### src/sv/ptb_pkg.sv
`timescale 1ns / 1ps
// ----------------------------------------------------------------------------
// ptb_pkg
// Types and codes shared by the timer bank controller, datapath and top level.
// ----------------------------------------------------------------------------
package ptb_pkg;

   typedef enum logic [1:0] {
      OP_ADD_PERIODIC = 2'd0,
      OP_ADD_PHASED   = 2'd1,
      OP_CHECK        = 2'd2,
      OP_QUERY        = 2'd3
   } opcode_type;

   typedef enum logic [1:0] {
      KIND_ACK      = 2'd0,
      KIND_PERIODIC = 2'd1,
      KIND_PHASED   = 2'd2,
      KIND_REMAIN   = 2'd3
   } kind_type;

   typedef enum logic [1:0] {
      ST_OK      = 2'd0,
      ST_FULL    = 2'd1,
      ST_NO_SLOT = 2'd2
   } status_type;

   typedef enum logic [2:0] {
      S_IDLE,
      S_DECODE,
      S_SINGLE,
      S_WALK_P,
      S_WALK_Q,
      S_FINISH
   } state_type;

   typedef struct packed {
      opcode_type  opcode;
      logic [31:0] now_ms;
      logic [31:0] period_a;
      logic [31:0] period_b;
      logic [1:0]  slot_index;
   } req_data_type;

   typedef struct packed {
      kind_type    result_kind;
      status_type  status;
      logic [2:0]  fired_index;
      logic        new_phase;
      logic [31:0] remaining_ms;
      logic        is_last;
   } rsp_data_type;

   // controller to datapath
   typedef struct packed {
      logic latch;
      logic clr_idx;
      logic inc_idx;
      logic fire_p;
      logic fire_q;
      logic load_single;
      logic load_final;
   } cmd_type;

   // datapath to controller
   typedef struct packed {
      opcode_type opcode;
      logic       p_done;
      logic       q_done;
      logic       p_fire;
      logic       q_fire;
      logic       pend_valid;
      logic       out_free;
   } stat_type;

endpackage

### src/sv/ptb_if.sv
`timescale 1ns / 1ps
// ----------------------------------------------------------------------------
// ptb_req_if / ptb_rsp_if
// Valid/ready channels carrying timer bank requests and result items.
// ----------------------------------------------------------------------------
interface ptb_req_if;
   logic        valid;
   logic        ready;
   logic [1:0]  opcode;
   logic [31:0] now_ms;
   logic [31:0] period_a;
   logic [31:0] period_b;
   logic [1:0]  slot_index;

   modport source (output valid, opcode, now_ms, period_a, period_b, slot_index,
                   input ready);
   modport sink (input valid, opcode, now_ms, period_a, period_b, slot_index,
                 output ready);
endinterface

interface ptb_rsp_if;
   logic        valid;
   logic        ready;
   logic [1:0]  result_kind;
   logic [1:0]  status;
   logic [2:0]  fired_index;
   logic        new_phase;
   logic [31:0] remaining_ms;
   logic        is_last;

   modport source (output valid, result_kind, status, fired_index, new_phase,
                   remaining_ms, is_last, input ready);
   modport sink (input valid, result_kind, status, fired_index, new_phase,
                 remaining_ms, is_last, output ready);
endinterface

### src/sv/ptb_ctrl.sv
`timescale 1ns / 1ps
// ----------------------------------------------------------------------------
// ptb_ctrl
// Sequencer: takes one item, then either builds a single result or walks the
// periodic table and the two-phase table one channel per cycle, unless a fire waits for a free output.
// ----------------------------------------------------------------------------
module ptb_ctrl (
   input  logic              clock,
   input  logic              reset,
   input  logic              req_valid,
   output logic              req_ready,
   input  ptb_pkg::stat_type stat,
   output ptb_pkg::cmd_type  cmd
);

   ptb_pkg::state_type state_ff;
   ptb_pkg::state_type state_in;

   always_ff @(posedge clock) begin
      if (reset) begin
         state_ff <= ptb_pkg::S_IDLE;
      end else begin
         state_ff <= state_in;
      end
   end

   always_comb begin
      state_in = state_ff;
      unique case (state_ff)
         ptb_pkg::S_IDLE: begin
            if (req_valid) state_in = ptb_pkg::S_DECODE;
         end
         ptb_pkg::S_DECODE: begin
            if (stat.opcode == ptb_pkg::OP_CHECK) state_in = ptb_pkg::S_WALK_P;
            else state_in = ptb_pkg::S_SINGLE;
         end
         ptb_pkg::S_SINGLE: begin
            if (stat.out_free) state_in = ptb_pkg::S_IDLE;
         end
         ptb_pkg::S_WALK_P: begin
            if (stat.p_done) state_in = ptb_pkg::S_WALK_Q;
         end
         ptb_pkg::S_WALK_Q: begin
            if (stat.q_done) state_in = ptb_pkg::S_FINISH;
         end
         ptb_pkg::S_FINISH: begin
            if (stat.out_free) state_in = ptb_pkg::S_IDLE;
         end
         default: begin
            state_in = ptb_pkg::S_IDLE;
         end
      endcase
   end

   always_comb begin
      cmd       = '0;
      req_ready = 1'b0;
      unique case (state_ff)
         ptb_pkg::S_IDLE: begin
            req_ready = 1'b1;
            cmd.latch = req_valid;
         end
         ptb_pkg::S_DECODE: begin
         end
         ptb_pkg::S_SINGLE: begin
            cmd.load_single = stat.out_free;
         end
         ptb_pkg::S_WALK_P: begin
            // a fire pushes any held item out, so it waits for a free output while one is held
            if (stat.p_done) begin
               cmd.clr_idx = 1'b1;
            end else if (!stat.p_fire) begin
               cmd.inc_idx = 1'b1;
            end else if (!stat.pend_valid || stat.out_free) begin
               cmd.fire_p  = 1'b1;
               cmd.inc_idx = 1'b1;
            end
         end
         ptb_pkg::S_WALK_Q: begin
            if (stat.q_done) begin
            end else if (!stat.q_fire) begin
               cmd.inc_idx = 1'b1;
            end else if (!stat.pend_valid || stat.out_free) begin
               cmd.fire_q  = 1'b1;
               cmd.inc_idx = 1'b1;
            end
         end
         ptb_pkg::S_FINISH: begin
            cmd.load_final = stat.out_free;
         end
         default: begin
         end
      endcase
   end

endmodule

### src/sv/ptb_dp.sv
`timescale 1ns / 1ps
// ----------------------------------------------------------------------------
// ptb_dp
// Channel tables, table counts, walk index, held fire item and the output
// register of the timer bank.
// ----------------------------------------------------------------------------
module ptb_dp #(
   parameter int PERIODIC_SLOTS = 8,
   parameter int PHASED_SLOTS   = 4
) (
   input  logic                  clock,
   input  logic                  reset,
   input  ptb_pkg::req_data_type req_data,
   input  ptb_pkg::cmd_type      cmd,
   output ptb_pkg::stat_type     stat,
   output logic                  rsp_valid,
   input  logic                  rsp_ready,
   output ptb_pkg::rsp_data_type rsp_data
);

   localparam int MAX_SLOTS = (PERIODIC_SLOTS > PHASED_SLOTS) ? PERIODIC_SLOTS : PHASED_SLOTS;
   localparam int WALK_W    = $clog2(MAX_SLOTS + 1);
   localparam int AW        = (WALK_W > 2) ? WALK_W : 2;
   localparam int PCW       = $clog2(PERIODIC_SLOTS + 1);
   localparam int QCW       = $clog2(PHASED_SLOTS + 1);
   localparam int PAW       = (PERIODIC_SLOTS > 1) ? $clog2(PERIODIC_SLOTS) : 1;
   localparam int QAW       = (PHASED_SLOTS > 1) ? $clog2(PHASED_SLOTS) : 1;

   typedef struct packed {
      ptb_pkg::kind_type kind;
      logic [2:0]        index;
      logic              phase;
   } pend_type;

   // channel tables, contents undefined until written
   logic [31:0] p_period_ff [PERIODIC_SLOTS];
   logic [31:0] p_last_ff   [PERIODIC_SLOTS];
   logic [31:0] q_pa_ff     [PHASED_SLOTS];
   logic [31:0] q_pb_ff     [PHASED_SLOTS];
   logic [31:0] q_last_ff   [PHASED_SLOTS];
   logic        q_phase_ff  [PHASED_SLOTS];

   ptb_pkg::req_data_type req_ff, req_in;
   logic [PCW-1:0]        p_count_ff, p_count_in;
   logic [QCW-1:0]        q_count_ff, q_count_in;
   logic [AW-1:0]         idx_ff, idx_in;
   logic                  pend_valid_ff, pend_valid_in;
   pend_type              pend_ff, pend_in;
   logic                  out_valid_ff, out_valid_in;
   ptb_pkg::rsp_data_type out_ff, out_in;

   logic [PAW-1:0]        p_addr;
   logic [AW-1:0]         q_sel;
   logic [QAW-1:0]        q_addr;
   logic [31:0]           q_period;
   logic [31:0]           q_remain;
   logic                  p_fire, q_fire;
   logic                  p_full, q_full;
   logic                  slot_ok;
   logic                  out_free;
   logic                  push_pend;
   logic                  load_any;
   logic                  p_wr_add, q_wr_add;
   ptb_pkg::rsp_data_type single_rsp;
   ptb_pkg::rsp_data_type empty_rsp;

   assign p_addr   = idx_ff[PAW-1:0];
   // query reads the named slot, a check walks by index
   assign q_sel    = (req_ff.opcode == ptb_pkg::OP_QUERY) ? AW'(req_ff.slot_index) : idx_ff;
   assign q_addr   = q_sel[QAW-1:0];
   assign q_period = q_phase_ff[q_addr] ? q_pb_ff[q_addr] : q_pa_ff[q_addr];
   assign q_remain = q_period + q_last_ff[q_addr] - req_ff.now_ms;
   assign p_fire   = (req_ff.now_ms - p_last_ff[p_addr]) >= p_period_ff[p_addr];
   assign q_fire   = (req_ff.now_ms - q_last_ff[q_addr]) >= q_period;
   assign p_full   = (p_count_ff == PCW'(PERIODIC_SLOTS));
   assign q_full   = (q_count_ff == QCW'(PHASED_SLOTS));
   assign slot_ok  = AW'(req_ff.slot_index) < AW'(q_count_ff);
   assign out_free = !out_valid_ff || rsp_ready;

   assign push_pend = (cmd.fire_p || cmd.fire_q) && pend_valid_ff;
   assign load_any  = cmd.load_single || cmd.load_final || push_pend;
   assign p_wr_add  = cmd.load_single && (req_ff.opcode == ptb_pkg::OP_ADD_PERIODIC) && !p_full;
   assign q_wr_add  = cmd.load_single && (req_ff.opcode == ptb_pkg::OP_ADD_PHASED) && !q_full;

   always_comb begin
      empty_rsp             = '0;
      empty_rsp.result_kind = ptb_pkg::KIND_ACK;
      empty_rsp.status      = ptb_pkg::ST_OK;
      empty_rsp.is_last     = 1'b1;
   end

   always_comb begin
      single_rsp = empty_rsp;
      unique case (req_ff.opcode)
         ptb_pkg::OP_ADD_PERIODIC: begin
            if (p_full) single_rsp.status = ptb_pkg::ST_FULL;
            else single_rsp.fired_index = 3'(p_count_ff);
         end
         ptb_pkg::OP_ADD_PHASED: begin
            if (q_full) single_rsp.status = ptb_pkg::ST_FULL;
            else single_rsp.fired_index = 3'(q_count_ff);
         end
         ptb_pkg::OP_QUERY: begin
            single_rsp.result_kind = ptb_pkg::KIND_REMAIN;
            if (!slot_ok) begin
               single_rsp.status = ptb_pkg::ST_NO_SLOT;
            end else begin
               single_rsp.fired_index  = 3'(req_ff.slot_index);
               single_rsp.new_phase    = q_phase_ff[q_addr];
               single_rsp.remaining_ms = q_remain;
            end
         end
         ptb_pkg::OP_CHECK: begin
         end
         default: begin
         end
      endcase
   end

   always_comb begin
      req_in        = cmd.latch ? req_data : req_ff;
      p_count_in    = p_wr_add ? p_count_ff + PCW'(1) : p_count_ff;
      q_count_in    = q_wr_add ? q_count_ff + QCW'(1) : q_count_ff;

      idx_in = idx_ff;
      if (cmd.latch || cmd.clr_idx) idx_in = '0;
      else if (cmd.inc_idx) idx_in = idx_ff + AW'(1);

      pend_valid_in = pend_valid_ff;
      if (cmd.latch || cmd.load_final) pend_valid_in = 1'b0;
      else if (cmd.fire_p || cmd.fire_q) pend_valid_in = 1'b1;

      pend_in = pend_ff;
      if (cmd.fire_p) begin
         pend_in.kind  = ptb_pkg::KIND_PERIODIC;
         pend_in.index = 3'(idx_ff);
         pend_in.phase = 1'b0;
      end else if (cmd.fire_q) begin
         pend_in.kind  = ptb_pkg::KIND_PHASED;
         pend_in.index = 3'(idx_ff);
         pend_in.phase = ~q_phase_ff[q_addr];
      end

      out_valid_in = out_valid_ff;
      if (load_any) out_valid_in = 1'b1;
      else if (rsp_ready) out_valid_in = 1'b0;

      out_in = out_ff;
      priority if (cmd.load_single) begin
         out_in = single_rsp;
      end else if (cmd.load_final && !pend_valid_ff) begin
         out_in = empty_rsp;
      end else if (cmd.load_final || push_pend) begin
         out_in              = empty_rsp;
         out_in.result_kind  = pend_ff.kind;
         out_in.fired_index  = pend_ff.index;
         out_in.new_phase    = pend_ff.phase;
         out_in.is_last      = cmd.load_final;
      end else begin
         out_in = out_ff;
      end
   end

   always_ff @(posedge clock) begin
      if (reset) begin
         p_count_ff    <= '0;
         q_count_ff    <= '0;
         idx_ff        <= '0;
         pend_valid_ff <= 1'b0;
         out_valid_ff  <= 1'b0;
      end else begin
         p_count_ff    <= p_count_in;
         q_count_ff    <= q_count_in;
         idx_ff        <= idx_in;
         pend_valid_ff <= pend_valid_in;
         out_valid_ff  <= out_valid_in;
      end
   end

   always_ff @(posedge clock) begin
      req_ff  <= req_in;
      pend_ff <= pend_in;
      out_ff  <= out_in;
   end

   always_ff @(posedge clock) begin
      if (p_wr_add) begin
         p_period_ff[p_count_ff[PAW-1:0]] <= req_ff.period_a;
         p_last_ff[p_count_ff[PAW-1:0]]   <= '0;
      end else if (cmd.fire_p) begin
         p_last_ff[p_addr] <= req_ff.now_ms;
      end
   end

   always_ff @(posedge clock) begin
      if (q_wr_add) begin
         q_pa_ff[q_count_ff[QAW-1:0]]    <= req_ff.period_a;
         q_pb_ff[q_count_ff[QAW-1:0]]    <= req_ff.period_b;
         q_last_ff[q_count_ff[QAW-1:0]]  <= '0;
         q_phase_ff[q_count_ff[QAW-1:0]] <= 1'b0;
      end else if (cmd.fire_q) begin
         q_last_ff[q_addr]  <= req_ff.now_ms;
         q_phase_ff[q_addr] <= ~q_phase_ff[q_addr];
      end
   end

   always_comb begin
      stat.opcode     = req_ff.opcode;
      stat.p_done     = (idx_ff == AW'(p_count_ff));
      stat.q_done     = (idx_ff == AW'(q_count_ff));
      stat.p_fire     = p_fire;
      stat.q_fire     = q_fire;
      stat.pend_valid = pend_valid_ff;
      stat.out_free   = out_free;
   end

   assign rsp_valid = out_valid_ff;
   assign rsp_data  = out_ff;

`ifndef SYNTH
   a_no_overwrite: assert property (@(posedge clock) disable iff (reset)
      load_any |-> out_free)
      else $error("output register loaded while a result is still held");

   a_fire_p_range: assert property (@(posedge clock) disable iff (reset)
      cmd.fire_p |-> (idx_ff < AW'(p_count_ff)))
      else $error("periodic fire beyond table count");

   a_fire_q_range: assert property (@(posedge clock) disable iff (reset)
      cmd.fire_q |-> (idx_ff < AW'(q_count_ff)))
      else $error("two-phase fire beyond table count");

   a_pend_set: assert property (@(posedge clock) disable iff (reset)
      (cmd.fire_p || cmd.fire_q) |=> pend_valid_ff)
      else $error("fired channel not held");

   a_final_last: assert property (@(posedge clock) disable iff (reset)
      cmd.load_final |=> (out_valid_ff && out_ff.is_last))
      else $error("final item of a check not marked last");
`endif

endmodule

### src/sv/periodic_and_two_phase_timer_bank.sv
`timescale 1ns / 1ps
// add and query items: accepted in S_IDLE, decoded in S_DECODE, result loaded
//   from S_SINGLE once the output is free, next item taken back in S_IDLE
// check items: walk of S_WALK_P then S_WALK_Q, last result loaded from S_FINISH
//   once the output is free, next item taken back in S_IDLE
// output stalls hold the walk only when a second fired item must be pushed
// reset clears the sequencer, walk state, counts and output valid, not the tables
// ----------------------------------------------------------------------------
// periodic_and_two_phase_timer_bank
// Bank of periodic and two-phase software timers on a 32-bit millisecond time.
// ----------------------------------------------------------------------------
module periodic_and_two_phase_timer_bank #(
   parameter int PERIODIC_SLOTS = 8,
   parameter int PHASED_SLOTS   = 4
) (
   input  logic             clock,
   input  logic             reset,
   ptb_req_if.sink          req_if,
   ptb_rsp_if.source        rsp_if
);

   ptb_pkg::req_data_type req_data;
   ptb_pkg::rsp_data_type rsp_data;
   ptb_pkg::cmd_type      cmd;
   ptb_pkg::stat_type     stat;
   logic                  rsp_valid;

   always_comb begin
      req_data.opcode     = ptb_pkg::opcode_type'(req_if.opcode);
      req_data.now_ms     = req_if.now_ms;
      req_data.period_a   = req_if.period_a;
      req_data.period_b   = req_if.period_b;
      req_data.slot_index = req_if.slot_index;
   end

   ptb_ctrl u_ctrl (
      .clock     (clock),
      .reset     (reset),
      .req_valid (req_if.valid),
      .req_ready (req_if.ready),
      .stat      (stat),
      .cmd       (cmd)
   );

   ptb_dp #(
      .PERIODIC_SLOTS (PERIODIC_SLOTS),
      .PHASED_SLOTS   (PHASED_SLOTS)
   ) u_dp (
      .clock     (clock),
      .reset     (reset),
      .req_data  (req_data),
      .cmd       (cmd),
      .stat      (stat),
      .rsp_valid (rsp_valid),
      .rsp_ready (rsp_if.ready),
      .rsp_data  (rsp_data)
   );

   assign rsp_if.valid        = rsp_valid;
   assign rsp_if.result_kind  = rsp_data.result_kind;
   assign rsp_if.status       = rsp_data.status;
   assign rsp_if.fired_index  = rsp_data.fired_index;
   assign rsp_if.new_phase    = rsp_data.new_phase;
   assign rsp_if.remaining_ms = rsp_data.remaining_ms;
   assign rsp_if.is_last      = rsp_data.is_last;

endmodule

### src/flat_wrapper.sv
// flat-port wrapper written by rule: the top's interface ports become plain ports
module periodic_and_two_phase_timer_bank_flat 
#(
   parameter int PERIODIC_SLOTS = 8,
   parameter int PHASED_SLOTS   = 4
)
  (clock, reset, req_if_valid, req_if_opcode, req_if_now_ms, req_if_period_a, req_if_period_b, req_if_slot_index, req_if_ready, rsp_if_valid, rsp_if_result_kind, rsp_if_status, rsp_if_fired_index, rsp_if_new_phase, rsp_if_remaining_ms, rsp_if_is_last, rsp_if_ready);
  ptb_req_if req_if_i ();
  ptb_rsp_if rsp_if_i ();
  input  logic clock;
  input  logic reset;
  input wire logic [$bits(req_if_i.valid)-1:0] req_if_valid;
  input wire logic [$bits(req_if_i.opcode)-1:0] req_if_opcode;
  input wire logic [$bits(req_if_i.now_ms)-1:0] req_if_now_ms;
  input wire logic [$bits(req_if_i.period_a)-1:0] req_if_period_a;
  input wire logic [$bits(req_if_i.period_b)-1:0] req_if_period_b;
  input wire logic [$bits(req_if_i.slot_index)-1:0] req_if_slot_index;
  output wire logic [$bits(req_if_i.ready)-1:0] req_if_ready;
  output wire logic [$bits(rsp_if_i.valid)-1:0] rsp_if_valid;
  output wire logic [$bits(rsp_if_i.result_kind)-1:0] rsp_if_result_kind;
  output wire logic [$bits(rsp_if_i.status)-1:0] rsp_if_status;
  output wire logic [$bits(rsp_if_i.fired_index)-1:0] rsp_if_fired_index;
  output wire logic [$bits(rsp_if_i.new_phase)-1:0] rsp_if_new_phase;
  output wire logic [$bits(rsp_if_i.remaining_ms)-1:0] rsp_if_remaining_ms;
  output wire logic [$bits(rsp_if_i.is_last)-1:0] rsp_if_is_last;
  input wire logic [$bits(rsp_if_i.ready)-1:0] rsp_if_ready;
  assign req_if_i.valid = req_if_valid;
  assign req_if_i.opcode = req_if_opcode;
  assign req_if_i.now_ms = req_if_now_ms;
  assign req_if_i.period_a = req_if_period_a;
  assign req_if_i.period_b = req_if_period_b;
  assign req_if_i.slot_index = req_if_slot_index;
  assign req_if_ready = req_if_i.ready;
  assign rsp_if_valid = rsp_if_i.valid;
  assign rsp_if_result_kind = rsp_if_i.result_kind;
  assign rsp_if_status = rsp_if_i.status;
  assign rsp_if_fired_index = rsp_if_i.fired_index;
  assign rsp_if_new_phase = rsp_if_i.new_phase;
  assign rsp_if_remaining_ms = rsp_if_i.remaining_ms;
  assign rsp_if_is_last = rsp_if_i.is_last;
  assign rsp_if_i.ready = rsp_if_ready;
  periodic_and_two_phase_timer_bank #(.PERIODIC_SLOTS(PERIODIC_SLOTS), .PHASED_SLOTS(PHASED_SLOTS)) u_core (.clock(clock), .reset(reset), .req_if(req_if_i), .rsp_if(rsp_if_i));
endmodule
### config.mk
export PLATFORM = sky130hd
export DESIGN_NAME = periodic_and_two_phase_timer_bank_flat
export DESIGN_NICKNAME = d
export VERILOG_FILES = /design/src/sv/ptb_pkg.sv /design/src/sv/ptb_if.sv /design/src/sv/ptb_ctrl.sv /design/src/sv/ptb_dp.sv /design/src/sv/periodic_and_two_phase_timer_bank.sv /design/src/flat_wrapper.sv
export SDC_FILE = /design/constraint.sdc
export NUM_CORES = 1
export LEC_CHECK = 0
export ABC_AREA = 1
export BUFFER_PORTS_ARGS = -buffer_cell sky130_fd_sc_hd__buf_2
export CORE_MARGIN = 8
export CORE_UTILIZATION = 37
export CTS_CLUSTER_DIAMETER = 40
export DETAILED_ROUTE_END_ITERATION = 10
export PLACE_DENSITY = 0.61
export SLEW_MARGIN = 30
export SYNTH_ARGS = -nofsm -noshare
export SYNTH_HDL_FRONTEND = slang
export SYNTH_SLANG_ARGS = --single-unit
### constraint.sdc
create_clock -name clock -period 8.4 [get_ports clock]
set_input_delay 1.68 -clock clock [delete_from_list [all_inputs] [get_ports clock]]
set_output_delay 1.68 -clock clock [all_outputs]
set_load 0.005 [all_outputs]
==> results of run 1 <==
state kept, by name, summed over array words and instances (netlist names), named ones only:
register	count
u_core.u_dp.q_phase_ff	4
u_core.u_dp.rsp_valid	1
u_core.u_ctrl.state_ff	3
u_core.u_dp.q_last_ff	128
u_core.u_dp.pend_ff	6
u_core.u_dp.q_pa_ff	128
u_core.u_dp.req_ff	98
u_core.u_dp.p_period_ff	256
u_core.u_dp.q_pb_ff	128
u_core.u_dp.stat	2
u_core.u_dp.p_count_ff	4
u_core.u_dp.pend_valid_ff	1
u_core.u_dp.idx_ff	4
u_core.u_dp.rsp_data	41
u_core.u_dp.q_count_ff	3
u_core.u_dp.p_last_ff	256
layer usage:
layer,track usage,wire [um]
met1,0.2619,60900
met2,0.2968,63010
met3,0.03000,8770
met4,0.06575,4224
met5,0,0
layout make-up:
cell class	instances	area (um^2)
clock inverters	101	1115
multi-input cells	2626	14790
well taps	1742	2180
fillers	11940	73270
flip-flops and latches	1066	31790
inverters	316	1195
repair buffers	209	1294
clock buffers	172	3846
power by group:
part / switching [mW] / internal [mW] / leakage (nW)
registers: 0.399 / 6.27 / 9.41
clock network: 2.44 / 3.73 / 2.39
logic: 3.54 / 1.64 / 8.44
total: 6.38 / 11.6 / 20.2
path summary, 6_finish.rpt:
check,start,end
worst max register to register,u_core.u_dp.idx_ff[0],u_core.u_dp.q_last_ff[3][9]
worst min register to register,u_core.u_dp.rsp_data[0],u_core.u_dp.rsp_data[0]
worst max-delay path,u_core.u_dp.idx_ff[0],u_core.u_dp.q_last_ff[3][9]
worst min-delay path,u_core.u_dp.rsp_data[0],u_core.u_dp.rsp_data[0]
stage by stage:
stage	setup WS, ps	std cells	total power, mW	hold WS [ps]	instance area [um^2]
global route	727.1	6232	18.95	480.1	56210
detailed placement	1270	5959	11.88	451.9	51250
finish	1166	6232	18.02	456.6	56210
floorplan	1727	4187	9.985	419.6	48250
global placement	1276	5958	11.83	465.0	51220
CTS	1242	6232	18.07	465.0	56210
cell usage after synthesis (6+ instances only):
library cell	n	area [um^2]
o21a_1	15	112.6
o22a_1	21	183.9
nand4_1	14	87.58
a21o_1	13	97.59
fa_1	32	640.6
buf_1	9	33.78
dfxtp_1	23	460.4
a31oi_1	8	50.05
nor3_1	23	115.1
clkbuf_1	151	566.8
ha_1	161	2014
nand3_2	7	70.07
nand3_1	94	470.5
o221ai_1	90	788.3
o211ai_1	8	60.06
o32ai_1	7	61.31
edfxtp_1	1043	31320
xor2_1	45	394.1
nand2_2	20	125.1
nand2_1	440	1652
o21bai_1	6	45.04
o22ai_1	97	606.8
inv_1	313	1175
a21oi_1	173	865.8
xnor2_1	9	78.83
buf_2	15	75.07
nand3b_1	6	45.04
o21ai_0	594	2973
nor2_1	693	2601
nor4_1	6	37.54
worst min-delay path, delay by kind of cell (launching register included):
kind / cells / cell delay (ps)
AND/OR/NAND/NOR: 2 / 100
flip-flops: 1 / 310
logic make-up (layout without fill, tap and decap cells):
family	Yosys count	count (layout)	synth area share
xor+xnor	55	55	0.01014
buf+inv	495	798	0.03944
flops	1066	1066	0.6586
fa+ha+maj	193	193	0.05502
simple gates	1322	1322	0.1112
compound gates	1056	1056	0.1255
==> qor.yml, run 1 <==
worstPathRequired_ps: 8860
crit_path_end_kind: "flip-flop"
synth_seq_cells: 1066
gp_congestion: 0.9580
leakage_nw: 20.24
power_density_nw_per_um2: 320.6
cpLargestDelayFamily: "compound AO/OA/AOI/OAI gates"
vias: 32973
outcome: "finished clean"
synth_edf_count: 1043
final_cell_mix: "edfxtp_1 (1043), nor2_1 (671), o21ai_0 (580), nand2_1 (439), inv_1 (310)"
tightest_slew_ps: 1021
rr_worst_depth: 25
synth_cell_type_count: 57
nNetsFinal: 4663
min_path_type: "flip-flop to flip-flop"
utilization: 0.4341
grt_first_pass_wirelength_um: 201900
die-area_um2: 142200
cts_tree: "built"
grt_max_degree: 130
cp-start-kind: "flip-flop"
fin_crit_ps: 7234
wire_per_inst_um: 21.97
mostFrequentLayoutCell: "edfxtp_1"
start_util: 0.3727
yosys_warnings: 0
crit_type: "flip-flop to flip-flop"
finalClockSkew_ps: 34.52
dr.pass1.iters: 8
r2r_slack_ps: 1170
arrival_ps: 7690
crit_top_cell: "nand2_1"
cts_buffers: 147
final_layout_size_suffix_gt1_frac: 0.1163
placementRows: 132
drv_slew: 0
hold_violations: 0
cts_setup_buffers: 0
hold_buffers: 0
async_flop_share: 0
post-route-period-util: 0.8612
synth_area_um2: 48250
n_antenna_cell: 0
max-vdd-ir-drop_mv: 0.2079
worstSkewPairLatency_ps: 780
crit_fanout: 115
clkSlewWorstSetupHoldPaths_ps: 50
fp.dieW_um: 377.1
yosysSeqAreaShare: 0.6586
fp.dieH_um: 377.1
cts_root_buffer: "clkbuf_16"
cts_sinks: 1066
path_buf_inv: 3
rsz0062_at_grt: "false"
drc_errors: 0
slowest_stage: "nor2_4"
drtIter0Drc: 3596
worstHoldPathCells: 2
post_cts_resize_count: 0
syn_nets: 4484
ys.flop_type: "edfxtp_1"
viasPerCell: 5.291
max_freq_mhz: 138.2
antenna_found_initial: 0
netlist_instances: 4187
antenna_left: 0
coreArea_um2: 129500
dpl.hpwl_um: 90480
clk_path_buf_depth: 3
drv_cap: 0
tns_ps: 0
grt-ovfl-total: 0
setup-violations-final: 0
slew_headroom: 0.3168
grt_pass1_vias: 31441
portBuffers: 146
drt_wl_total_um: 136900
critPathMaxStageDelay_ps: 670
htree_levels: 4
path_depth: 25
syn_avg_cell_area_um2: 11.52
io_pins: 147
area_growth_pct: 16.49
grtUsageTotal: 0.1875
Note: power is estimated with default switching activity, not from simulation.
==> run 2: changes to the inputs <==
- RECOVER_POWER: unset -> 100
==> qor.yml, run 2 (same netlist as run 1, synthesis figures left out) <==
outcome: "complete, but fails checks"
failed_checks: "capacitance limit, slew limit"
max-vdd-ir-drop_mv: 0.2101  # +1.0%
dr.pass1.iters: 6  # -2
place_area_um2: 51250  # unchanged
tightest_slew_ps: 4251  # +3230 ps
vias: 33057  # +0.25%
max_freq_mhz: 130.6  # -5.5%
drc_errors: 0  # unchanged
post_cts_resize_count: 0  # unchanged
start_util: 0.3727  # unchanged
hold_buffers: 0  # unchanged
grt_max_degree: 130  # unchanged
place_ws_ps: 1270  # unchanged
n_antenna_cell: 0  # unchanged
crit_chain: "inv_1, nand2_1, nand2_8, nor2_1, o31ai_1, buf_4, o221ai_1, o21ai_1, ha_1, nand2_1, inv_1, o21ai_0, a21oi_1, or2_2, a21oi_1, nand3_1, nand2_1, buf_4, o21ai_0, nor2_2, buf_12"
worstHoldPathCells: 2  # unchanged
rr_worst_depth: 21  # -16%
clk_path_buf_depth: 3  # unchanged
area_growth_pct: 16.06
swShare: 0.3542  # about the same
hold_violations: 0  # unchanged
grt_first_pass_wirelength_um: 201900  # unchanged
gp_congestion: 0.9580  # unchanged
slew_headroom: -1.834  # -2.151
arrival_ps: 8110  # +420 ps
htree_levels: 4  # unchanged
nNetsFinal: 4663  # unchanged
cts_setup_buffers: 0  # unchanged
antenna_found_initial: 0  # unchanged
crit_type: "flip-flop to flip-flop"
viasPerCell: 5.304  # +0.25%
holdWs_ps: 455.6  # -1.013 ps
worstPathRequired_ps: 8850  # about the same
mostFrequentLayoutCell: "edfxtp_1"
cpLargestDelayFamily: "compound AO/OA/AOI/OAI gates"
power.internal_mw: 11.64  # about the same
crit_top_cell: "nand2_1"
coreArea_um2: 129500  # unchanged
tns_ps: 0  # unchanged
worstSkewPairLatency_ps: 780  # about the same
dpl.hpwl_um: 90480  # unchanged
cts_root_buffer: "clkbuf_16"
path_buf_inv: 5  # +2
final_cell_mix: "edfxtp_1 (1043), nor2_1 (673), o21ai_0 (583), nand2_1 (439), inv_1 (310)"
wire_per_inst_um: 22.01  # +0.20%
crit_fanout: 115  # unchanged
fin_area_um2: 56000  # -0.37%
placementRows: 132  # unchanged
power_density_nw_per_um2: 321.9  # +0.39%
cts_sinks: 1066  # unchanged
comb_power_share: 0.286  # about the same
drv_cap: 15  # +15
p_switching_mw: 6.385  # about the same
slowest_stage: "o31ai_1"
crit_path_end_kind: "flip-flop"
setup-violations-final: 0  # unchanged
portBuffers: 146  # unchanged
min_path_type: "flip-flop to flip-flop"
fp.dieH_um: 377.1  # unchanged
post-route-period-util: 0.9116  # +0.05041
pwr-share-seq: 0.372  # +0.002
io_pins: 147  # unchanged
critPathMaxStageDelay_ps: 1080  # +410 ps
timing.final.ws_setup_ps: 742.9  # -423.4 ps
power.share.clock: 0.342  # about the same
drt_wl_total_um: 137200  # +0.20%
nFillCells: 11977  # +0.31%
cts_buffers: 147  # unchanged
finalClockSkew_ps: 36.20  # +1.687 ps
fp.dieW_um: 377.1  # unchanged
die-area_um2: 142200  # unchanged
grtUsageTotal: 0.1875  # unchanged
leakage_nw: 20.03  # -1.0%
fin_crit_ps: 7657  # +423.4 ps
antenna_left: 0  # unchanged
drtIter0Drc: 3562  # -0.95%
path_depth: 21  # -16%
drv_slew: 600  # +600
grt_pass1_vias: 31441  # unchanged
cts_tree: "built"
rsz0062_at_grt: "false"
clkSlewWorstSetupHoldPaths_ps: 50  # about the same
grt-ovfl-total: 0  # unchanged
final_layout_size_suffix_gt1_frac: 0.1020  # -0.01425
cp-start-kind: "flip-flop"
==> run 2: cell types whose count changed in the layout (fill, tap and decap cells not counted), moves of 2 or more <==
cell,change
clkbuf_2,+10
buf_2,-44
nor2_1,+2
buf_6,-2
nor3_1,+2
clkbuf_1,+58
o21ai_1,-3
nor2_4,-3
nor3_2,-2
buf_4,-21
o21ai_0,+3
==> run 2: path summary, 6_finish.rpt <==
path,startpoint,to,slack [ps]
hold / removal,u_core.u_dp.rsp_data[0],u_core.u_dp.rsp_data[0],460
hold reg to reg,u_core.u_dp.rsp_data[0],u_core.u_dp.rsp_data[0],460
setup / recovery,u_core.u_dp.idx_ff[0],u_core.u_dp.q_last_ff[1][4],740
setup reg to reg,u_core.u_dp.idx_ff[0],u_core.u_dp.q_last_ff[1][4],740
==> run 2: per-layer routing <==
metal  up-vias  wire [um]  GRT usage
li1      15448          -          -
met1     16189      60820     0.2619
met2      1190      63340     0.2968
met3       230       8774    0.03000
met4         0       4240    0.06575
met5         -          0          0
==> run 2: power groups by stage <==
stage | Sequential, mW | Combinational, mW | Clock, mW
2_1_floorplan | 6.56 | 3.43 | 0
3_3_place_gp | 6.78 | 5.04 | 0
3_5_place_dp | 6.79 | 5.09 | 0
4_1_cts | 6.68 | 5.12 | 6.26
5_1_grt | 6.72 | 5.76 | 6.48
6_report | 6.70 | 5.16 | 6.17
==> run 2: through the flow <==
| stage | power, mW | util | instances |
|---|---|---|---|
| 2_1_floorplan | 9.985 | - | 4187 |
| 3_3_place_gp | 11.83 | 0.3955 | 5958 |
| 3_5_place_dp | 11.88 | 0.3958 | 5959 |
| 4_1_cts | 18.07 | 0.4341 | 6232 |
| 5_1_grt | 18.96 | 0.4325 | 6232 |
| 6_report | 18.03 | 0.4325 | 6232 |
==> run 2: final cells by class <==
type | instances | area (um^2) | share of cell area
flip-flops and latches | 1066 | 31790 | 0.5677
well taps | 1742 | 2180 | 0.03892
repair buffers | 209 | 1134 | 0.02024
clock buffers | 172 | 3846 | 0.06868
multi-input cells | 2626 | 14740 | 0.2632
clock inverters | 101 | 1115 | 0.01991
inverters | 316 | 1194 | 0.02131
==> run 2: tightest hold or removal path, stage by stage, from the launching register on <==
cell     delay (ps)
dfxtp_1         310
nand2_1          60
nand2_1          40
